File: src/hw/rtl/vlmr_pkg.sv
// Shared types, codes and constants for the variable-length message ring.
package vlmr_pkg;

    localparam int RING_DEPTH_DEF = 256;
    localparam int LEN_W          = 9;
    localparam int WORD_W         = 32;
    localparam int STATUS_W       = 3;
    localparam int CNT_W          = 7;
    localparam int CFG_IDX_W      = 1;

    localparam logic [LEN_W-1:0] MSG_BYTES_CAP = 9'd256;

    // opcodes
    localparam logic [1:0] OP_SEND_START = 2'd0;
    localparam logic [1:0] OP_SEND_DATA  = 2'd1;
    localparam logic [1:0] OP_RECEIVE    = 2'd2;
    localparam logic [1:0] OP_QUERY      = 2'd3;

    // result status codes
    localparam logic [STATUS_W-1:0] ST_OK       = 3'd0;
    localparam logic [STATUS_W-1:0] ST_NO_SPACE = 3'd1;
    localparam logic [STATUS_W-1:0] ST_BAD_LEN  = 3'd2;
    localparam logic [STATUS_W-1:0] ST_EMPTY    = 3'd3;
    localparam logic [STATUS_W-1:0] ST_BUSY     = 3'd4;
    localparam logic [STATUS_W-1:0] ST_NO_OPEN  = 3'd5;

    // configuration register indexes
    localparam logic [CFG_IDX_W-1:0] CFG_RING_WORDS = 1'b0;
    localparam logic [CFG_IDX_W-1:0] CFG_MAX_BYTES  = 1'b1;

    // controller -> datapath
    typedef struct packed {
        logic accept;     // input transaction taken this cycle
        logic rx_step;    // fetch next message word, advance fetch pointer
        logic rx_end;     // fetch new head header, commit read pointer
        logic head_load;  // capture head header from store
        logic rx_out;     // a received word is on the result ports
    } t_dp_cmd;

    // datapath -> controller
    typedef struct packed {
        logic [STATUS_W-1:0] status;
        logic                rx_go;
        logic [CNT_W-1:0]    rx_words;
    } t_dp_stat;

    // controller result side
    typedef struct packed {
        logic                valid;
        logic [STATUS_W-1:0] status;
        logic                last;
    } t_res;

endpackage

File: src/hw/rtl/vlmr_ctrl.sv
// Controller: accepts commands and sequences the word-by-word receive.
module vlmr_ctrl (
    input  logic               i_clk,
    input  logic               i_rst_n,
    input  logic               start,
    output logic               busy,
    input  vlmr_pkg::t_dp_stat i_stat,
    output vlmr_pkg::t_dp_cmd  o_cmd,
    output vlmr_pkg::t_res     o_res
);

    localparam logic [1:0] S_IDLE  = 2'd0;
    localparam logic [1:0] S_RECV  = 2'd1;
    localparam logic [1:0] S_HEAD  = 2'd2;
    localparam logic [1:0] S_HLOAD = 2'd3;

    logic [1:0]                    r_state, n_state;
    logic [vlmr_pkg::CNT_W-1:0]    r_cnt, n_cnt;
    logic                          r_single, n_single;
    logic                          r_rd_vld, n_rd_vld;
    logic                          r_rd_last, n_rd_last;
    logic [vlmr_pkg::STATUS_W-1:0] r_status;
    logic                          w_accept;

    assign w_accept = start && (r_state == S_IDLE);

    always_comb begin
        n_state   = r_state;
        n_cnt     = r_cnt;
        n_rd_vld  = 1'b0;
        n_rd_last = 1'b0;
        n_single  = w_accept && !i_stat.rx_go;
        o_cmd     = '0;
        o_cmd.accept = w_accept;
        o_cmd.rx_out = r_rd_vld;
        unique case (r_state)
            S_IDLE: begin
                if (w_accept && i_stat.rx_go) begin
                    n_state = S_RECV;
                    n_cnt   = i_stat.rx_words;
                end
            end
            S_RECV: begin
                o_cmd.rx_step = 1'b1;
                n_rd_vld      = 1'b1;
                n_rd_last     = (r_cnt <= 7'd1);
                n_cnt         = r_cnt - 7'd1;
                if (r_cnt <= 7'd1) begin
                    n_state = S_HEAD;
                end
            end
            S_HEAD: begin
                o_cmd.rx_end = 1'b1;
                n_state      = S_HLOAD;
            end
            S_HLOAD: begin
                o_cmd.head_load = 1'b1;
                n_state         = S_IDLE;
            end
            default: begin
                n_state = S_IDLE;
            end
        endcase
    end

    always_ff @(posedge i_clk) begin
        if (!i_rst_n) begin
            r_state   <= S_IDLE;
            r_cnt     <= '0;
            r_single  <= 1'b0;
            r_rd_vld  <= 1'b0;
            r_rd_last <= 1'b0;
        end else begin
            r_state   <= n_state;
            r_cnt     <= n_cnt;
            r_single  <= n_single;
            r_rd_vld  <= n_rd_vld;
            r_rd_last <= n_rd_last;
        end
    end

    always_ff @(posedge i_clk) begin
        if (w_accept) begin
            r_status <= i_stat.status;
        end
    end

    assign busy         = (r_state != S_IDLE);
    assign o_res.valid  = r_single || r_rd_vld;
    assign o_res.status = r_single ? r_status : vlmr_pkg::ST_OK;
    assign o_res.last   = r_single || r_rd_last;

    // one result source at a time
    a_one_source: assert property (@(posedge i_clk) disable iff (!i_rst_n)
        !(r_single && r_rd_vld))
        else $error("single result and receive word strobed together");

    a_rx_start: assert property (@(posedge i_clk) disable iff (!i_rst_n)
        (w_accept && i_stat.rx_go) |=> (r_state == S_RECV))
        else $error("successful receive did not enter word loop");

    a_hload_exit: assert property (@(posedge i_clk) disable iff (!i_rst_n)
        (r_state == S_HLOAD) |=> (r_state == S_IDLE))
        else $error("header reload did not return to idle");

    a_last_word: assert property (@(posedge i_clk) disable iff (!i_rst_n)
        (r_state == S_HEAD) |-> (r_rd_vld && r_rd_last))
        else $error("final message word not emitted when fetching next header");

endmodule

File: config.mk
export PLATFORM = sky130hd
export DESIGN_NAME = vlmr_ctrl
export DESIGN_NICKNAME = d
export VERILOG_FILES = /design/src/hw/rtl/vlmr_pkg.sv /design/src/hw/rtl/vlmr_ctrl.sv
export SDC_FILE = /design/constraint.sdc
export NUM_CORES = 1
export LEC_CHECK = 0
export ABC_AREA = 1
export BUFFER_PORTS_ARGS = -buffer_cell sky130_fd_sc_hd__buf_4
export CAP_MARGIN = 20
export CORE_MARGIN = 10
export CORE_UTILIZATION = 40
export DETAILED_ROUTE_END_ITERATION = 16
export PLACE_DENSITY = 0.67
export SYNTH_ARGS = -nofsm -noshare
export SYNTH_HDL_FRONTEND = slang
export SYNTH_SLANG_ARGS = --single-unit
File: constraint.sdc
create_clock -name i_clk -period 3.17 [get_ports i_clk]
set_input_delay 0.1585 -clock i_clk [delete_from_list [all_inputs] [get_ports i_clk]]
set_output_delay 0.1585 -clock i_clk [all_outputs]
set_load 0.03 [all_outputs]
=== Yosys cells after proc, flatten, opt, wreduce, memory -nomap -nowiden ===
Index checks and enable logic that the tools add are counted.

* Bits in registers: 15
* Latch bits: 0
* Bits in writable memories: 0
* Memory bits (read-only): 0
* Input port bits: 14
* Output and inout port bits: 11
* Logic and storage cells: 34
* Memories: 0

* Add/sub/neg operators: 1
* Multiply operators: 0
* Div/mod/pow operators: 0
* $lt $le $gt $ge: 1
* Eq/ne operators: 5
* Shifts and indexed selects: 0
* Mux-type cells: 9
* Bitwise gates (word level): 0
* Reduce and logical (&&, ||, !) cells: 12

{| class="wikitable"
|+ Operators by type and width
! cell !! count
|-
| one-hot mux 7 bit (2 select lines) || 1
|-
| one-hot mux 2 bit (4 select lines) || 1
|-
| <= comparator 7 x 1 -> 1 bit, second input constant || 1
|-
| 2-to-1 mux 7 bit || 1
|-
| subtractor 7 x 1 -> 7 bit, second input constant || 1
|-
| AND reduction 2 bit || 3
|-
| equality test 2 bit, second input constant || 2
|-
| 2-to-1 mux 2 bit || 2
|-
| nonzero test 2 bit || 2
|-
| logical AND 1 bit || 3
|-
| 2-to-1 mux 1 bit || 3
|-
| 2-to-1 mux 3 bit || 1
|-
| equality test 2 x 1 -> 1 bit, second input constant || 1
|-
| zero test 2 bit || 1
|-
| logical OR 1 bit || 2
|-
| inequality test 2 x 1 -> 1 bit, second input constant || 1
|-
| inequality test 2 bit, second input constant || 1
|-
| zero test 1 bit || 1
|}

=== Longest topological paths before layout ===
* Depth in word-level cells: 5
* Mapped depth: 10
* Depth with buffers taken out: 10

=== Worst setup path before layout ===
Ideal clock, no wire load.

* Path kind: register to register
* Start point: register r_state[0]
* End point: register r_cnt[3] (netlist name)
* Setup time: 0.115 ns
* Arrival: 1.392 ns
* Required time: 3.055 ns
* Slack: 1.663 ns
* Cell stages (with the launch flop): 9
* Buffers on the path: 1
* Clock period less this slack: 1.507 ns
* Cell sequence: dfxtp_1 > inv_1 > ha_1 > inv_1 > nand2_1 > nand2_2 > buf_6 > a21oi_2 > o21a_1

* Cells in the longest elaborated chain, start to end: 5
* Elaborated cells between the ends (all ways): 8
* Classes of those cells: eq/ne: 2; mux: 1; reduce/logical: 5

{| class="wikitable"
|+ RTL lines
! what !! line !! source
|-
| start, declared || vlmr_ctrl.sv:17 || <nowiki>logic [1:0] r_state, n_state;</nowiki>
|-
| start signal, assigned || vlmr_ctrl.sv:74 || <nowiki>r_state <= n_state;</nowiki>
|-
| zero test 2 bit || vlmr_ctrl.sv:25, vlmr_ctrl.sv:36 ||
|-
| logical AND 1 bit || vlmr_ctrl.sv:25 || <nowiki>assign w_accept = start && (r_state == S_IDLE);</nowiki>
|-
| logical AND 1 bit || vlmr_ctrl.sv:38 || <nowiki>if (w_accept && i_stat.rx_go) begin</nowiki>
|-
| inequality test 2 x 1 -> 1 bit (no source line) || -- ||
|-
| AND reduction 2 bit (no source line) || -- ||
|-
| end signal, assigned || vlmr_ctrl.sv:75 || <nowiki>r_cnt <= n_cnt;</nowiki>
|-
| end, declared || vlmr_ctrl.sv:18 || <nowiki>logic [vlmr_pkg::CNT_W-1:0] r_cnt, n_cnt;</nowiki>
|}

Several ways; a longest one is shown, not always the timed one.
A chain may end at the register's enable or synchronous reset.

=== Final worst setup path ===
* Start point: register r_state[1]
* End point: register r_cnt[6] (netlist name)

Same word-level chain as after synthesis.

==> results.md <==
* Initial antenna violation count at 0
* First-pass GRT wire length at between 3 and 4 mm
* ANT nets after route at 0
* Clk pin slew, worst setup/hold paths at around 90 ps
* Sequential fraction of the synthesis area at 36.21%
* Crit Path Max Fanout at 16
* Die area at 0.004590 mm2
* Worst slew margin at 65.42%
* Yosys warns at 0
* Final cell count without fillers at 178
* Clock root buffer: clkbuf_4
* Setup bufs post-CTS at 0
* Chip Width at around 68 um
* Crit share post-route at 53.63%
* TritonCTS clock tree: yes
* Max_cap viols at 0
* Top cells by area, synth: dfxtp_1, nand2_1, edfxtp_1
* Worst path required time at 3400 ps
* Crit path DAT at about 1900 ps
* FF-to-FF Start: r_state[1]$_SDFFE_PN0P_
* Final Slew Violations at 0
* Final nets at 172
* Peak VDD IR at 572.1 uV
* Final setup TNS at 0 ps
* Launching element type of the critical path: flip-flop
* DR pass1 iterations at 4
* Critical path capture point type: flip-flop
* Hold Crit Class: primary input to flip-flop
* CTS Hold Bufs at 0
* Net Count, Synth at 149
* Reg2Reg Depth at 8
* Clock sink count at 15
* 1st-iter DRT viols at 22
* Synth area leader: dfxtp_1
* Overall Power at 984.4 uW
* Resized Gates After CTS at 0
* Pleak at 0.5836 nW
* Fillers at 223
* DR vias/cell at 4.601
* #FFs+latches synth at 15
* Placed Cells at 174
* Drt wl/cell at 11.45 um
* Total track usage at 9.103%
* CTS Buffer Depth at 2
* Critical path startpoint: r_state[1]$_SDFFE_PN0P_
* Power per cell area at 888.0 mW/mm2
* Final setup vio count at 0
* Crit Reg-Reg Endpoint: r_cnt[6]$_SDFFE_PN0P_
* RSZ-0062 raised after global routing: false
* Synth Instances at about 130
* GP Congestion at just over 0.8
* Share of layout cells above drive strength 1 at 26.67%
* Worst-margin pin slew at 518.7 ps
* Port bufs at 24
* Number of global-route vias before repair at 760
* Clock Skews at 0.7124 ps
* Synthesized area at 912.1 um2
* Die height at 67.75 um
* Count of different cell masters after synthesis at 23
* R2R setup slack at ~1500 ps
* Final min period at 1700 ps
* Core Footprint at 0.002191 mm2
* Vias at 819
* # DRC at 0
* Largest net degree at the start of global routing at 17
* Hold Vio Cnt, Final at 0
* Status: finished, final reports clean
* Top cell type's share of synthesized area at roughly a quarter
* ANT cells at 0
* Worst-Skew Late Latency at 280 ps
* WS Path Type: flip-flop to flip-flop
* Crit path to: r_cnt[6]$_SDFFE_PN0P_
* Layout area overhead at 21.54%
* # IOs at 25
* CTS Buf Count at 3
* Fmax at 588.2 MHz
* Hpwl dp at 1.653 mm
* Drt total wl at 2.038 mm
* H-Tree Depth at 1
* Syn avg cell area at 7.126 um2
* FP Rows at 17
* Starting Density at 41.63%
* GRT overflow at 0
routing by layer:
layer / vias to the layer above / track usage, % / wire length (um)
met5: - / 0 / 0
met2: 11 / 14.91 / 954
li1: 440 / - / -
met1: 366 / 10.43 / 957
met4: 0 / 3.077 / 13
met3: 2 / 3.802 / 113
logic make-up after synthesis:
family,synth area share (%)
AND/OR/NAND/NOR,30.73
flip-flops,36.21
buffers and inverters,12.89
AO/OA/AOI/OAI,10.56
adder cells (fa/ha/maj),9.602
worst max-delay path, stage by stage, from the launching register on:
cell     delay (ps)
dfxtp_1         350
inv_1           100
ha_1            490
nand2_1         130
nand2_2         210
inv_1           120
nor2_1          100
a21oi_1          70
nor2_1           90
through the flow:
stage          instance area (um2)  utilization (%)  setup WS [ps]  hold WS (ps)
4_1_cts                       1109            50.60           1475         36.12
5_1_grt                       1109            50.60           1291         25.01
3_5_place_dp                  1081            49.34           1489         338.6
6_report                      1109            50.60           1470         48.26
3_3_place_gp                  1081            49.34           1556         337.4
2_1_floorplan                912.1                -           1663         236.1
cells in the mapped netlist:
cell and n:
nand2_1 34, inv_1 17, dfxtp_1 12, nor2_1 11, a21oi_1 8, nand3_1 8
ha_1 7, o21ai_0 5, buf_4 4, nand2_2 4, edfxtp_1 3, or2_2 3
inv_2 2, a21oi_2 1, buf_2 1, buf_6 1, nand3_2 1, nand4_1 1
nor2_2 1, nor3_1 1, o211ai_1 1, o21a_1 1, o21bai_1 1
how the worst min path moves through the flow:
stage              start                    end  slack (ps)  depth (start not counted)
6_report       i_stat[7]    r_single$_SDFF_PN0_          50                          2
5_1_grt        i_stat[9]  r_status[1]$_DFFE_PN_          30                          1
4_1_cts        i_stat[8]  r_status[0]$_DFFE_PN_          40                          1
3_5_place_dp   i_stat[8]  r_status[0]$_DFFE_PN_         340                          1
3_3_place_gp   i_stat[9]  r_status[1]$_DFFE_PN_         340                          1
2_1_floorplan  i_stat[7]    r_single$_SDFF_PN0_         240                          1
registers in the layout, summed over array words and instances, names as in the netlist:
register,flops
r_rd_vld,1
r_state,2
r_rd_last,1
r_single,1
r_cnt,7
r_status,3
report_power, final:
group          switching (mW)  internal (mW)
Clock                  0.0628         0.0468
Combinational           0.366          0.206
Sequential             0.0464          0.256
Total                   0.475          0.509
cell usage in the layout, fill, tap and decap left out, drive strengths merged, types with 3 or more instances in the layout:
master and n:
nand2 38, buf 24, inv 19, dfxtp 12
nor2 12, nand3 9, a21oi 9, ha 7
o21ai 5, or2 3, clkbuf 3, edfxtp 3
final cells by class:
type | count | area [um2] | area share, %
Tap cell | 28 | 35.03 | 3.160
Sequential cell | 15 | 330.3 | 29.80
Clock inverter | 1 | 5.005 | 0.4515
Multi-Input combinational cell | 88 | 464.2 | 41.87
Timing Repair Buffer | 24 | 180.2 | 16.25
Clock buffer | 3 | 22.52 | 2.032
Inverter | 19 | 71.32 | 6.433
No activity file was read; power rests on OpenSTA's default activity.
